==> src/hw/rtl/wcc_pkg.sv <==
// Package for the wall-clock tick catch-up block: payload structs, FSM states,
// calendar tables and arithmetic constants. No dependencies.
`timescale 1ns / 1ps
`default_nettype none

package wcc_pkg;

   localparam int unsigned TICK_RATE_W = 10;
   localparam int unsigned SECS_W      = 39;
   localparam int unsigned NANOS_W     = 30;
   localparam int unsigned DELTA_W     = 33;
   localparam int unsigned PROD_W      = DELTA_W + TICK_RATE_W;
   localparam int unsigned QUOT_W      = 35;
   localparam int unsigned REM_W       = 30;
   localparam int unsigned EST_LSB     = 20;
   localparam int unsigned EST_W       = PROD_W - EST_LSB;
   localparam int unsigned RECIP_W     = 15;
   localparam int unsigned EST_PROD_W  = EST_W + RECIP_W;
   localparam int unsigned QEST_LSB    = 24;
   localparam int unsigned QEST_W      = 14;

   localparam logic [TICK_RATE_W-1:0] TICK_RATE_RESET = 10'd100;
   localparam logic [REM_W-1:0]       NS_PER_SEC      = 30'd1000000000;
   localparam logic [DELTA_W-1:0]     MAX_CATCHUP_NS  = 33'd5000000000;
   localparam logic [7:0]             MAX_TICKS       = 8'd150;
   localparam logic [15:0]            YEAR_MIN        = 16'd1900;
   localparam logic [15:0]            YEAR_MAX        = 16'd9999;
   localparam logic [12:0]            RECIP_100       = 13'd5243;
   // floor(2^44 / 1e9): quotient estimate never above the true quotient
   localparam logic [RECIP_W-1:0]     RECIP_NS        = 15'd17592;
   // 2^64 split as quotient and remainder of one billion
   localparam logic [QUOT_W-1:0]      WRAP_Q          = 35'd18446744073;
   localparam logic [REM_W-1:0]       WRAP_R          = 30'd709551616;
   localparam int unsigned            QUEUE_DEPTH     = 2;

   typedef struct packed {
      logic        sample_ok;
      logic [15:0] wall_year;
      logic [7:0]  wall_month;
      logic [7:0]  wall_day;
      logic [7:0]  wall_hour;
      logic [7:0]  wall_minute;
      logic [7:0]  wall_second;
      logic [31:0] wall_nanos;
   } req_type;

   typedef struct packed {
      logic [7:0] run_ticks;
      logic       sample_used;
   } rsp_type;

   typedef struct packed {
      logic               ok;
      logic [SECS_W-1:0]  secs;
      logic [NANOS_W-1:0] nanos;
   } entry_type;

   typedef struct packed {
      logic empty;
      logic full;
   } q_status_type;

   typedef enum logic [2:0] {
      F_IDLE, F_YEAR, F_CHECK, F_DAYS, F_HOURS, F_MINS, F_SECS, F_PUSH
   } front_state_type;

   typedef enum logic [3:0] {
      B_IDLE, B_DELTA, B_SCALE, B_EST, B_FIX, B_NORM, B_ACCUM, B_WRAP, B_LAG, B_OUT
   } back_state_type;

   // Days in month (1..12); other codes give 0
   function automatic logic [4:0] month_days(input logic [3:0] mo, input logic leap);
      logic [4:0] d;
      case (mo)
         4'd1, 4'd3, 4'd5, 4'd7, 4'd8, 4'd10, 4'd12: d = 5'd31;
         4'd4, 4'd6, 4'd9, 4'd11:                    d = 5'd30;
         4'd2:                                       d = leap ? 5'd29 : 5'd28;
         default:                                    d = 5'd0;
      endcase
      return d;
   endfunction

   // Days before the first of a month in a common year
   function automatic logic [8:0] cum_days(input logic [3:0] mo);
      logic [8:0] d;
      case (mo)
         4'd2:    d = 9'd31;
         4'd3:    d = 9'd59;
         4'd4:    d = 9'd90;
         4'd5:    d = 9'd120;
         4'd6:    d = 9'd151;
         4'd7:    d = 9'd181;
         4'd8:    d = 9'd212;
         4'd9:    d = 9'd243;
         4'd10:   d = 9'd273;
         4'd11:   d = 9'd304;
         4'd12:   d = 9'd334;
         default: d = 9'd0;
      endcase
      return d;
   endfunction

endpackage

`default_nettype wire

==> src/hw/rtl/wcc_front.sv <==
// Front end: accepts wall-clock samples, validates the calendar date and
// converts it to seconds since year 1 in a short sequencer. Uses wcc_pkg.
`timescale 1ns / 1ps
`default_nettype none

module wcc_front
   import wcc_pkg::*;
(
   input  wire logic         clock,
   input  wire logic         reset,
   input  wire logic         req_valid,
   output logic              req_ready,
   input  wire req_type      req_data,
   input  wire q_status_type q_stat,
   output logic              q_push,
   output entry_type         q_wdata
);

   front_state_type state_ff, state_in;

   req_type                  sample_ff;
   logic [28:0]              yq_ff, yrq_ff;
   logic                     ok_ff, ok_in;
   logic                     leap_ff, leap_in;
   logic [21:0]              days_ff;
   logic [26:0]              hrs_ff;
   logic [32:0]              mins_ff;
   logic [SECS_W-1:0]        secs_ff;

   logic [15:0] yrs;
   logic [9:0]  q100, qy100;
   logic [15:0] r100;
   logic [3:0]  mo4;
   logic [21:0] days_in;

   assign yrs   = sample_ff.wall_year - 16'd1;
   assign q100  = yq_ff[28:19];
   assign qy100 = yrq_ff[28:19];
   assign r100  = sample_ff.wall_year - 16'(17'(q100) * 17'd100);
   assign mo4   = sample_ff.wall_month[3:0];

   // Leap year and range checks
   always_comb begin
      leap_in = ((sample_ff.wall_year[1:0] == 2'd0) && (r100 != 16'd0)) ||
                ((r100 == 16'd0) && (q100[1:0] == 2'd0));
      ok_in   = sample_ff.sample_ok &&
                (sample_ff.wall_year >= YEAR_MIN) && (sample_ff.wall_year <= YEAR_MAX) &&
                (sample_ff.wall_month >= 8'd1) && (sample_ff.wall_month <= 8'd12) &&
                (sample_ff.wall_day >= 8'd1) &&
                (sample_ff.wall_day <= 8'(month_days(mo4, leap_in))) &&
                (sample_ff.wall_hour <= 8'd23) && (sample_ff.wall_minute <= 8'd59) &&
                (sample_ff.wall_second <= 8'd59) &&
                (sample_ff.wall_nanos < 32'(NS_PER_SEC));
   end

   // Day count from year, month and day
   assign days_in = 22'(yrs) * 22'd365 + 22'(yrs >> 2) - 22'(qy100) + 22'(qy100 >> 2) +
                    22'(cum_days(mo4)) +
                    22'(leap_ff && (sample_ff.wall_month > 8'd2)) +
                    22'(sample_ff.wall_day - 8'd1);

   // Advance the sequencer
   always_ff @(posedge clock) begin
      if (reset) begin
         state_ff <= F_IDLE;
      end else begin
         state_ff <= state_in;
      end
   end

   // Hold the sample and the partial results
   always_ff @(posedge clock) begin
      case (state_ff)
         F_IDLE:  if (req_valid) sample_ff <= req_data;
         F_YEAR: begin
            yq_ff  <= 29'(sample_ff.wall_year) * 29'(RECIP_100);
            yrq_ff <= 29'(yrs) * 29'(RECIP_100);
         end
         F_CHECK: begin
            ok_ff   <= ok_in;
            leap_ff <= leap_in;
         end
         F_DAYS:  days_ff <= days_in;
         F_HOURS: hrs_ff  <= 27'(days_ff) * 27'd24 + 27'(sample_ff.wall_hour);
         F_MINS:  mins_ff <= 33'(hrs_ff) * 33'd60 + 33'(sample_ff.wall_minute);
         F_SECS:  secs_ff <= SECS_W'(mins_ff) * SECS_W'(60) + SECS_W'(sample_ff.wall_second);
         default: ;
      endcase
   end

   // Next state
   always_comb begin
      state_in = state_ff;
      unique case (state_ff)
         F_IDLE:  if (req_valid) state_in = F_YEAR;
         F_YEAR:  state_in = F_CHECK;
         F_CHECK: state_in = ok_in ? F_DAYS : F_PUSH;
         F_DAYS:  state_in = F_HOURS;
         F_HOURS: state_in = F_MINS;
         F_MINS:  state_in = F_SECS;
         F_SECS:  state_in = F_PUSH;
         F_PUSH:  if (!q_stat.full) state_in = F_IDLE;
         default: state_in = F_IDLE;
      endcase
   end

   // Outputs
   always_comb begin
      req_ready     = (state_ff == F_IDLE);
      q_push        = (state_ff == F_PUSH) && !q_stat.full;
      q_wdata.ok    = ok_ff;
      q_wdata.secs  = secs_ff;
      q_wdata.nanos = sample_ff.wall_nanos[NANOS_W-1:0];
   end

endmodule

`default_nettype wire

==> src/hw/rtl/wcc_queue.sv <==
// Short FIFO of converted samples between front and back end.
// Uses wcc_pkg for the entry and status types.
`timescale 1ns / 1ps
`default_nettype none

module wcc_queue
   import wcc_pkg::*;
#(
   parameter int unsigned DEPTH = QUEUE_DEPTH
) (
   input  wire logic      clock,
   input  wire logic      reset,
   input  wire logic      push,
   input  wire entry_type wdata,
   input  wire logic      pop,
   output entry_type      rdata,
   output q_status_type   status
);

   localparam int unsigned PTR_W = (DEPTH > 1) ? $clog2(DEPTH) : 1;
   localparam int unsigned CNT_W = $clog2(DEPTH + 1);

   entry_type          mem_ff [DEPTH];
   logic [PTR_W-1:0]   wr_ptr_ff, rd_ptr_ff;
   logic [CNT_W-1:0]   cnt_ff;

   function automatic logic [PTR_W-1:0] bump(input logic [PTR_W-1:0] p);
      return (p == PTR_W'(DEPTH - 1)) ? '0 : p + PTR_W'(1);
   endfunction

   // Store entries
   always_ff @(posedge clock) begin
      if (push) mem_ff[wr_ptr_ff] <= wdata;
   end

   // Advance pointers and count
   always_ff @(posedge clock) begin
      if (reset) begin
         wr_ptr_ff <= '0;
         rd_ptr_ff <= '0;
         cnt_ff    <= '0;
      end else begin
         if (push) wr_ptr_ff <= bump(wr_ptr_ff);
         if (pop)  rd_ptr_ff <= bump(rd_ptr_ff);
         cnt_ff <= cnt_ff + CNT_W'(push) - CNT_W'(pop);
      end
   end

   assign rdata        = mem_ff[rd_ptr_ff];
   assign status.empty = (cnt_ff == '0);
   assign status.full  = (cnt_ff == CNT_W'(DEPTH));

endmodule

`default_nettype wire

==> src/hw/rtl/wcc_back.sv <==
// Back end: measures the wall advance, scales it by the tick rate, splits it
// by one billion with a reciprocal estimate and one correction, keeps the
// accumulator as quotient and remainder, and emits the ticks due. Uses wcc_pkg.
`timescale 1ns / 1ps
`default_nettype none

module wcc_back
   import wcc_pkg::*;
(
   input  wire logic                   clock,
   input  wire logic                   reset,
   input  wire logic [TICK_RATE_W-1:0] tick_rate,
   input  wire q_status_type           q_stat,
   input  wire entry_type              q_rdata,
   output logic                        q_pop,
   output logic                        rsp_valid,
   input  wire logic                   rsp_ready,
   output rsp_type                     rsp_data
);

   back_state_type state_ff, state_in;

   entry_type            ent_ff;
   logic [SECS_W-1:0]    last_secs_ff;
   logic [NANOS_W-1:0]   last_ns_ff;
   logic                 have_ff;
   logic [DELTA_W-1:0]   delta_ff;
   logic [PROD_W-1:0]    prod_ff;
   logic [QEST_W-1:0]    qest_ff;
   logic [REM_W:0]       part_ff;
   logic [QEST_W-1:0]    pq_ff;
   logic [REM_W-1:0]     pr_ff;
   logic [QUOT_W-1:0]    accq_ff;
   logic [REM_W-1:0]     accr_ff;
   logic [7:0]           due_ff;
   logic                 used_ff;
   logic [63:0]          lc_ff;
   logic                 rsp_valid_ff;
   rsp_type              rsp_data_ff;

   logic                  fwd;
   logic [SECS_W-1:0]     sd;
   logic [DELTA_W:0]      raw;
   logic [DELTA_W-1:0]    delta_in;
   logic [EST_PROD_W-1:0] est_prod;
   logic [PROD_W-1:0]     part_full;
   logic                  part_ge;
   logic [REM_W:0]        r_sum;
   logic                  carry;
   logic                  wrap;
   logic [63:0]           target, lag;
   logic [7:0]            due_in;
   logic                  out_free;

   // Advance since the last recorded sample, clamped
   always_comb begin
      fwd = have_ff && ((ent_ff.secs > last_secs_ff) ||
                        ((ent_ff.secs == last_secs_ff) && (ent_ff.nanos >= last_ns_ff)));
      sd  = ent_ff.secs - last_secs_ff;
      raw = (DELTA_W+1)'(sd[2:0]) * (DELTA_W+1)'(NS_PER_SEC) +
            (DELTA_W+1)'(ent_ff.nanos) - (DELTA_W+1)'(last_ns_ff);
      if (!fwd) begin
         delta_in = '0;
      end else if (sd > SECS_W'(5) || raw > (DELTA_W+1)'(MAX_CATCHUP_NS)) begin
         delta_in = MAX_CATCHUP_NS;
      end else begin
         delta_in = raw[DELTA_W-1:0];
      end
   end

   // Split the scaled advance by one billion, add to the accumulator, clamp the lag
   always_comb begin
      est_prod  = EST_PROD_W'(prod_ff[PROD_W-1:EST_LSB]) * EST_PROD_W'(RECIP_NS);
      part_full = prod_ff - PROD_W'(qest_ff) * PROD_W'(NS_PER_SEC);
      part_ge   = part_ff >= (REM_W+1)'(NS_PER_SEC);
      r_sum     = (REM_W+1)'(accr_ff) + (REM_W+1)'(pr_ff);
      carry     = r_sum >= (REM_W+1)'(NS_PER_SEC);
      wrap      = (accq_ff > WRAP_Q) || ((accq_ff == WRAP_Q) && (accr_ff >= WRAP_R));
      target    = 64'(accq_ff);
      lag       = target - lc_ff;
      if (target <= lc_ff) begin
         due_in = 8'd1;
      end else if (lag > 64'(MAX_TICKS)) begin
         due_in = MAX_TICKS;
      end else begin
         due_in = lag[7:0];
      end
   end

   assign out_free = !rsp_valid_ff || rsp_ready;

   // Advance the sequencer
   always_ff @(posedge clock) begin
      if (reset) begin
         state_ff <= B_IDLE;
      end else begin
         state_ff <= state_in;
      end
   end

   // Control state: history, accumulator, logical count, output valid
   always_ff @(posedge clock) begin
      if (reset) begin
         last_secs_ff <= '0;
         last_ns_ff   <= '0;
         have_ff      <= 1'b0;
         accq_ff      <= '0;
         accr_ff      <= '0;
         lc_ff        <= '0;
         rsp_valid_ff <= 1'b0;
      end else begin
         if (state_ff == B_DELTA && ent_ff.ok) begin
            last_secs_ff <= ent_ff.secs;
            last_ns_ff   <= ent_ff.nanos;
            have_ff      <= 1'b1;
         end
         // Add quotient and remainder with carry
         if (state_ff == B_ACCUM) begin
            accr_ff <= carry ? REM_W'(r_sum - (REM_W+1)'(NS_PER_SEC)) : r_sum[REM_W-1:0];
            accq_ff <= accq_ff + QUOT_W'(pq_ff) + QUOT_W'(carry);
         end
         // Wrap the accumulator modulo 2^64
         if (state_ff == B_WRAP && wrap) begin
            if (accr_ff >= WRAP_R) begin
               accr_ff <= accr_ff - WRAP_R;
               accq_ff <= accq_ff - WRAP_Q;
            end else begin
               accr_ff <= accr_ff + (NS_PER_SEC - WRAP_R);
               accq_ff <= accq_ff - WRAP_Q - QUOT_W'(1);
            end
         end
         if (state_ff == B_OUT && out_free) begin
            lc_ff        <= lc_ff + 64'(due_ff);
            rsp_valid_ff <= 1'b1;
         end else if (rsp_ready) begin
            rsp_valid_ff <= 1'b0;
         end
      end
   end

   // Datapath registers
   always_ff @(posedge clock) begin
      case (state_ff)
         B_IDLE:  if (!q_stat.empty) ent_ff <= q_rdata;
         B_DELTA: begin
            delta_ff <= delta_in;
            due_ff   <= 8'd1;
            used_ff  <= 1'b0;
         end
         B_SCALE: prod_ff <= PROD_W'(delta_ff) * PROD_W'(tick_rate);
         B_EST:   qest_ff <= est_prod[QEST_LSB +: QEST_W];
         B_FIX:   part_ff <= part_full[REM_W:0];
         B_NORM: begin
            pq_ff <= part_ge ? qest_ff + QEST_W'(1) : qest_ff;
            pr_ff <= part_ge ? REM_W'(part_ff - (REM_W+1)'(NS_PER_SEC)) : part_ff[REM_W-1:0];
         end
         B_LAG: begin
            due_ff  <= due_in;
            used_ff <= 1'b1;
         end
         B_OUT: if (out_free) begin
            rsp_data_ff.run_ticks   <= due_ff;
            rsp_data_ff.sample_used <= used_ff;
         end
         default: ;
      endcase
   end

   // Next state
   always_comb begin
      state_in = state_ff;
      unique case (state_ff)
         B_IDLE:  if (!q_stat.empty) state_in = B_DELTA;
         B_DELTA: state_in = ent_ff.ok ? B_SCALE : B_OUT;
         B_SCALE: state_in = B_EST;
         B_EST:   state_in = B_FIX;
         B_FIX:   state_in = B_NORM;
         B_NORM:  state_in = B_ACCUM;
         B_ACCUM: state_in = B_WRAP;
         B_WRAP:  state_in = B_LAG;
         B_LAG:   state_in = B_OUT;
         B_OUT:   if (out_free) state_in = B_IDLE;
         default: state_in = B_IDLE;
      endcase
   end

   // Outputs
   always_comb begin
      q_pop     = (state_ff == B_IDLE) && !q_stat.empty;
      rsp_valid = rsp_valid_ff;
      rsp_data  = rsp_data_ff;
   end

endmodule

`default_nettype wire

==> src/hw/rtl/wall_clock_tick_catch_up.sv <==
// Wall-clock tick catch-up, top level. A valid sample passes the front-end date
// conversion (year, check, days, hours, minutes, seconds, push), the queue and
// the back-end sequencer; a rejected sample skips the arithmetic steps in both.
// Each end takes one sample at a time; throughput is set by the back-end sequencer,
// the longer of the two; a stalled response backs up through the queue.
// Synchronous active-high reset clears control state; tick rate returns to 100.
`timescale 1ns / 1ps
`default_nettype none

module wall_clock_tick_catch_up
   import wcc_pkg::*;
#(
   parameter int unsigned QDEPTH = QUEUE_DEPTH
) (
   input  wire logic                   clock,
   input  wire logic                   reset,
   input  wire logic                   req_valid,
   output logic                        req_ready,
   input  wire req_type                req_data,
   output logic                        rsp_valid,
   input  wire logic                   rsp_ready,
   output rsp_type                     rsp_data,
   input  wire logic                   csr_wr_en,
   input  wire logic [TICK_RATE_W-1:0] csr_wr_data
);

   logic [TICK_RATE_W-1:0] tick_rate_ff;
   q_status_type           q_stat;
   logic                   q_push, q_pop;
   entry_type              q_wdata, q_rdata;

   // Hold the tick rate register
   always_ff @(posedge clock) begin
      if (reset) begin
         tick_rate_ff <= TICK_RATE_RESET;
      end else if (csr_wr_en) begin
         tick_rate_ff <= csr_wr_data;
      end
   end

   wcc_front u_front (
      .clock, .reset, .req_valid, .req_ready, .req_data,
      .q_stat, .q_push, .q_wdata
   );

   wcc_queue #(.DEPTH(QDEPTH)) u_queue (
      .clock, .reset, .push(q_push), .wdata(q_wdata), .pop(q_pop),
      .rdata(q_rdata), .status(q_stat)
   );

   wcc_back u_back (
      .clock, .reset, .tick_rate(tick_rate_ff), .q_stat, .q_rdata, .q_pop,
      .rsp_valid, .rsp_ready, .rsp_data
   );

   // Ticks due always within 1..150
   a_due_range: assert property (@(posedge clock) disable iff (reset)
      rsp_valid |-> (rsp_data.run_ticks != 8'd0) && (rsp_data.run_ticks <= MAX_TICKS))
      else $error("run_ticks out of range");

   // A rejected sample runs exactly one tick
   a_unused_one: assert property (@(posedge clock) disable iff (reset)
      (rsp_valid && !rsp_data.sample_used) |-> (rsp_data.run_ticks == 8'd1))
      else $error("unused sample with run_ticks not one");

   // Queue never pushed when full nor popped when empty
   a_queue_flow: assert property (@(posedge clock) disable iff (reset)
      !(q_push && q_stat.full) && !(q_pop && q_stat.empty))
      else $error("queue overflow or underflow");

   // A new response only loads after the previous one is taken
   a_rsp_hold: assert property (@(posedge clock) disable iff (reset)
      (rsp_valid && !rsp_ready) |=> rsp_valid && $stable(rsp_data))
      else $error("response dropped while stalled");

endmodule

`default_nettype wire
==> config.mk <==
export PLATFORM = sky130hd
export DESIGN_NAME = wall_clock_tick_catch_up
export DESIGN_NICKNAME = d
export VERILOG_FILES = /design/src/hw/rtl/wcc_pkg.sv /design/src/hw/rtl/wcc_front.sv /design/src/hw/rtl/wcc_queue.sv /design/src/hw/rtl/wcc_back.sv /design/src/hw/rtl/wall_clock_tick_catch_up.sv
export SDC_FILE = /design/constraint.sdc
export NUM_CORES = 2
export LEC_CHECK = 0
export BUFFER_PORTS_ARGS = -buffer_cell sky130_fd_sc_hd__buf_2
export CAP_MARGIN = 10
export CORE_MARGIN = 2
export CORE_UTILIZATION = 35
export DETAILED_ROUTE_END_ITERATION = 8
export PLACE_DENSITY = 0.6
export SYNTH_ARGS = -nofsm -noshare
export SYNTH_HDL_FRONTEND = slang
export SYNTH_SLANG_ARGS = --single-unit
==> constraint.sdc <==
create_clock -name clock -period 20.5 [get_ports clock]
set_clock_uncertainty 0.1 [all_clocks]
set_input_delay 5.125 -clock clock [delete_from_list [all_inputs] [get_ports clock]]
set_output_delay 5.125 -clock clock [all_outputs]
set_load 0.02 [all_outputs]
* Word level (Yosys, flattened, before mapping)
Memories as Yosys holds them, arrays and structs flattened. A register that Yosys moved wholly into a read port is not among the register bits. Index checks and enable logic that the tools add are counted.
Word-level totals: register bits 674, bits in latches 0, bits in writable memories 140, bits in read-only memories 144, input port bits 104, output and inout port bits 11, word-level logic and storage cells 221, memories kept 2
Cells by class: add/sub/neg operators 32, multipliers 11, divide/modulo/power cells 0, order comparisons 21, equal/unequal tests 35, shift operators 0, mux-type cells 31, bitwise logic cells 2, reduce and logical (&&, ||, !) cells 47
Memories:
- (name not given) | words 16, bits a word 9, read ports 1, clocked after Yosys merged registers in 1, write ports 0, RTL line wcc_pkg.sv:86 | case (mo)
- u_queue.mem_ff | words 2, bits a word 70, read ports 1, clocked after Yosys merged registers in 1, write ports 1, RTL line wcc_queue.sv:23 | entry_type mem_ff [DEPTH];
Operators by type and width (number):
- two-way mux 30 bit | 5
- two-way mux 35 bit | 3
- subtractor 30 bit (second input constant) | 3
- adder 64 x 8 -> 64 bit | 1
- > comparator 64 x 8 -> 1 bit (second input constant) | 1
- less-or-equal comparator 35 x 64 -> 1 bit | 1
- subtractor 35 x 64 -> 64 bit | 1
- >= comparator 31 x 30 -> 1 bit (second input constant) | 2
- multiplier 16 x 13 -> 29 bit (second input constant) | 2
- multiplier 33 x 10 -> 43 bit | 1
- one-hot mux 4 bit (10 select lines) | 1
- adder 39 x 8 -> 39 bit | 1
- == test 39 bit | 1
- > comparator 39 x 3 -> 1 bit (second input constant) | 1
- > comparator 39 bit | 1
- subtractor 39 bit | 1
- multiplier 33 x 4 -> 37 bit (second input constant) | 1
- adder 35 x 1 -> 35 bit | 1
- adder 35 x 14 -> 35 bit | 1
- == test 35 bit (second input constant) | 1
- > comparator 35 bit (second input constant) | 1
- multiplier 23 x 12 -> 35 bit (second input constant) | 1
- subtractor 35 x 1 -> 35 bit (second input constant) | 1
- subtractor 35 bit (second input constant) | 1
- 72 further kinds | 145

* Longest topological paths before layout
depth in word-level cells 15, depth in mapped cells 33, depth with buffers taken out 33

* Cells and area by module
Synthesis repeated with hierarchy kept, for this count alone.
Second synthesis, totals: cell total of the unflattened synthesis 8711, area, all modules 86227.7 sq um
Modules (own cells, without submodules):
- wcc_back | times used 1, cells an instance 5546, area each 48926.9 sq um, seq. area each 11681.2 sq um
- wcc_front | times used 1, cells an instance 2894, area each 31316.3 sq um, seq. area each 7206.9 sq um
- wcc_queue | times used 1, cells an instance 239, area each 5622.9 sq um, seq. area each 4304.1 sq um
- wall_clock_tick_catch_up | times used 1, cells an instance 32, area each 361.6 sq um, seq. area each 200.2 sq um

* Worst setup path after synthesis
OpenSTA, ideal clock, no wires.
path type input to register, start point input port req_valid, end point register with a tool-made name, setup time 0.147 ns, arrival time 9.392 ns, data required time 20.253 ns, slack 10.861 ns, stages 6, buffers on the path 1, cells stage by stage and2_1 -> clkbuf_1 -> mux2i_1 -> ha_1 -> nand2_1 -> o21ai_0
RTL lines:
- start, declared | RTL line wall_clock_tick_catch_up.sv:17 | input wire logic req_valid,

* Worst setup path after layout
start point register u_front.sample_ff[72] (netlist bit), end point register u_front.yrq_ff[28], data pin
Between the ends: word-level cells in the longest chain between the ends 2
RTL lines:
- start, declared | RTL line wcc_front.sv:21 | req_type sample_ff;
- start signal, assigned | RTL line wcc_front.sv:74 | F_IDLE: if (req_valid) sample_ff <= req_data;
- subtractor 16 x 1 -> 16 bit | RTL line wcc_front.sv:36 | assign yrs = sample_ff.wall_year - 16'd1;
- multiplier 16 x 13 -> 29 bit | RTL line wcc_front.sv:77 | yrq_ff <= 29'(yrs) * 29'(RECIP_100);
- end signal, assigned | RTL line wcc_front.sv:77
- end, declared | RTL line wcc_front.sv:22 | logic [28:0] yq_ff, yrq_ff;
Every way passes these cells. A chain may end at the register's enable or synchronous reset.

==> flow_summary.json <==
{
  "path_buf_inv": 3,
  "reg2regPathDepth": 25,
  "hold_path.startpoint": "u_back.prod_ff[3]",
  "setup-tns-final_ps": 0,
  "dp_hpwl_mm": 162,
  "cp_common_cell": "fa_1",
  "nets": 10400,
  "r2r_slack_ps": 11950,
  "crit_required_ps": 20950,
  "area_growth_pct": 8.91,
  "crit_type": "flip-flop to flip-flop",
  "cts-root-buf": "clkbuf_16",
  "overflow": 0,
  "ctsHtreeMaxLevel": 3,
  "drive_above_1_share_pct": 5.59,
  "antenna_found_initial": 4,
  "timing.rr.start": "u_front.sample_ff[72]",
  "holdBufCountCts": 0,
  "ant_nets": 0,
  "grt_pass1_wl_mm": 330,
  "synthTopCellsByArea": "edfxtp_1 (22%), fa_1 (19%), ha_1 (14%)",
  "seq_area_sq_mm": 0.0234,
  "setup_slack_ps": 11950,
  "critPathMaxFanout": 10,
  "synth_top_flop_cell": "edfxtp_1",
  "wire_per_inst_um": 17.2,
  "slew_headroom_pct": 23.4,
  "ios": 115,
  "clk_latency_ps": 790,
  "timing.rr.end": "u_front.yrq_ff[28]",
  "critPathArrivalTime_ps": 9000,
  "yosysMostFrequentCell": "inv_1",
  "ys_seq_elements": 855,
  "die_area_sq_mm": 0.245,
  "cts_buffer_depth": 3,
  "num_rows": 180,
  "place_ws_ps": 11900,
  "die_h_um": 495,
  "multi_input_area_sq_mm": 0.0559,
  "synth_area_sq_mm": 0.0843,
  "vias": 60200,
  "grt_pass1_vias": 62700,
  "tightest_slew_ps": 1120,
  "grt_usage_pct": 16.6,
  "vias_per_cell": 5.11,
  "synth_top_area_share_pct": 22.3,
  "die_x_um": 495,
  "finalWirelength_mm": 203,
  "worstHoldPathCells": 0,
  "rsz0062_at_grt": "false",
  "post_cts_resized": 0,
  "initial_core_util_pct": 35.1,
  "critPathMaxStageDelay_ps": 750,
  "setup_viol": 0,
  "synth.largest_area_cell": "edfxtp_1",
  "critPathLaunchType": "flip-flop",
  "hold_violations": 0,
  "coreArea_sq_mm": 0.240,
  "ys_seq_area_share_pct": 27.7,
  "cts_tree": "built",
  "period_minus_slack_ps": 8550,
  "synthTopCellsByCount": "inv_1 (1,092), ha_1 (976), fa_1 (813)",
  "synth-edff-count": 625,
  "final_cells": 11800,
  "cts.clk_slew.worst_paths_ps": 60,
  "postCtsSetupBuffers": 0,
  "fin_crit_sh_pct": 41.7,
  "cpLargestDelayFamily": "adder cells",
  "whs_endpoint": "u_back.part_ff[3]",
  "syn_nets": 10400,
  "route.detailed.drc": 0,
  "firstDrtPassIters": 7,
  "clock-sinks": 855,
  "status": "finished, final reports clean",
  "numCtsBuffers": 102,
  "async_reset_ff_share_pct": 0,
  "maxSlewViolCount": 0,
  "avgSynthCellArea_sq_um": 9.90,
  "yosysUniqueCellTypes": 106,
  "max_freq_ghz": 0.117,
  "drv_cap": 0,
  "place_congestion": 0.894,
  "io_buffers": 114,
  "critPathCaptureType": "flip-flop",
  "critPathSlowestCell": "xnor2_1",
  "ys_warn_count": 0,
  "placed_cells": 11600,
  "fillers": 23800,
  "syn_inst": 8516,
  "grt_max_degree": 78,
  "startpoint": "u_front.sample_ff[72]",
  "drt_iter0_markers": 2974,
  "min-delay-path-class": "flip-flop to flip-flop"
}
## cells in the final DEF (no fill, tap or decap), drive strengths merged, types with 20 or more instances in the layout
cell       n
inv     1106
ha       976
fa       813
nand2    719
edfxtp   625
a21oi    517
nor2     489
xnor2    419
o21ai    276
dfxtp    230
and2     180
xor2     179
a21o     167
nand3    167
buf      159
nor3     156
clkbuf   136
and3      81
mux2      77
nand4     76
a31oi     74
o21a      69
nand2b    69
nor2b     67
or3       67
o21bai    58
a211oi    57
nor4      48
o211ai    44
o31ai     38
clkinv    36
mux2i     29
or2       26
or4       23
o22ai     23
a21boi    21
nor3b     21
and4      20
a211o     20
## through the flow
stage / hold WS [ps] / cell area [sq um] / util, %
2_1_floorplan: 300 / 84300 / -
3_3_place_gp: 304 / 88300 / 36.8
3_5_place_dp: 308 / 88300 / 36.8
4_1_cts: 322 / 91800 / 38.2
5_1_grt: 329 / 91800 / 38.3
6_report: 320 / 91800 / 38.3
## registers in the layout, summed over array words and instances (netlist names), 8 cells and up, named ones only
signal               flops
tick_rate_ff            10
u_back.accq_ff          35
u_back.accr_ff          30
u_back.delta_ff         33
u_back.due_ff            8
u_back.ent_ff           70
u_back.last_ns_ff       30
u_back.last_secs_ff     39
u_back.lc_ff            64
u_back.part_ff          31
u_back.pq_ff            14
u_back.pr_ff            30
u_back.prod_ff          43
u_back.qest_ff          14
u_back.rsp_data          9
u_front.days_ff         22
u_front.hrs_ff          27
u_front.mins_ff         33
u_front.q_wdata         30
u_front.sample_ff       55
u_front.secs_ff         39
u_front.yq_ff           10
u_front.yrq_ff          10
u_queue.mem_ff         140
## layer usage
metal	routed length, um	global-route usage, %	up-vias	share of wire [%]
met3	6760	1.96	267	3.3
met2	103000	30.1	993	51
met1	87800	20.7	29800	43
met5	0	0	-	0
li1	-	-	29200	-
met4	5290	4.59	0	2.6
## how the worst max path moves through the flow
stage | end | slack, ps | cells after the start
CTS | u_front.yrq_ff[28] | 11950 | 25
detailed placement | u_front.yrq_ff[28] | 11900 | 25
finish | u_front.yrq_ff[28] | 11950 | 25
global placement | u_back.lc_ff[52] | 12030 | 11
floorplan | flip-flop | 10860 | 6
global route | u_front.yrq_ff[28] | 11360 | 25
## cells by family after synthesis
kind of cell	synth area share, %
AND/OR/NAND/NOR	13.0
adder cells (fa/ha/maj)	33.8
AO/OA/AOI/OAI	11.8
buffers and inverters	6.07
flip-flops	27.7
XOR/XNOR	6.27
multiplexers	1.37
## final cells by class
class / count / share of cell area [%]
multi-input combinational: 6307 / 60.9
timing repair buffer: 160 / 1.01
inverter: 1096 / 4.48
antenna: 2 / 0.00545
clock buffer: 135 / 3.08
sequential: 855 / 25.5
tap: 3185 / 4.34
clock inverter: 58 / 0.755
Power is not shown: default switching activity piles up to over one toggle a cycle in this logic, so the estimate is an artifact.
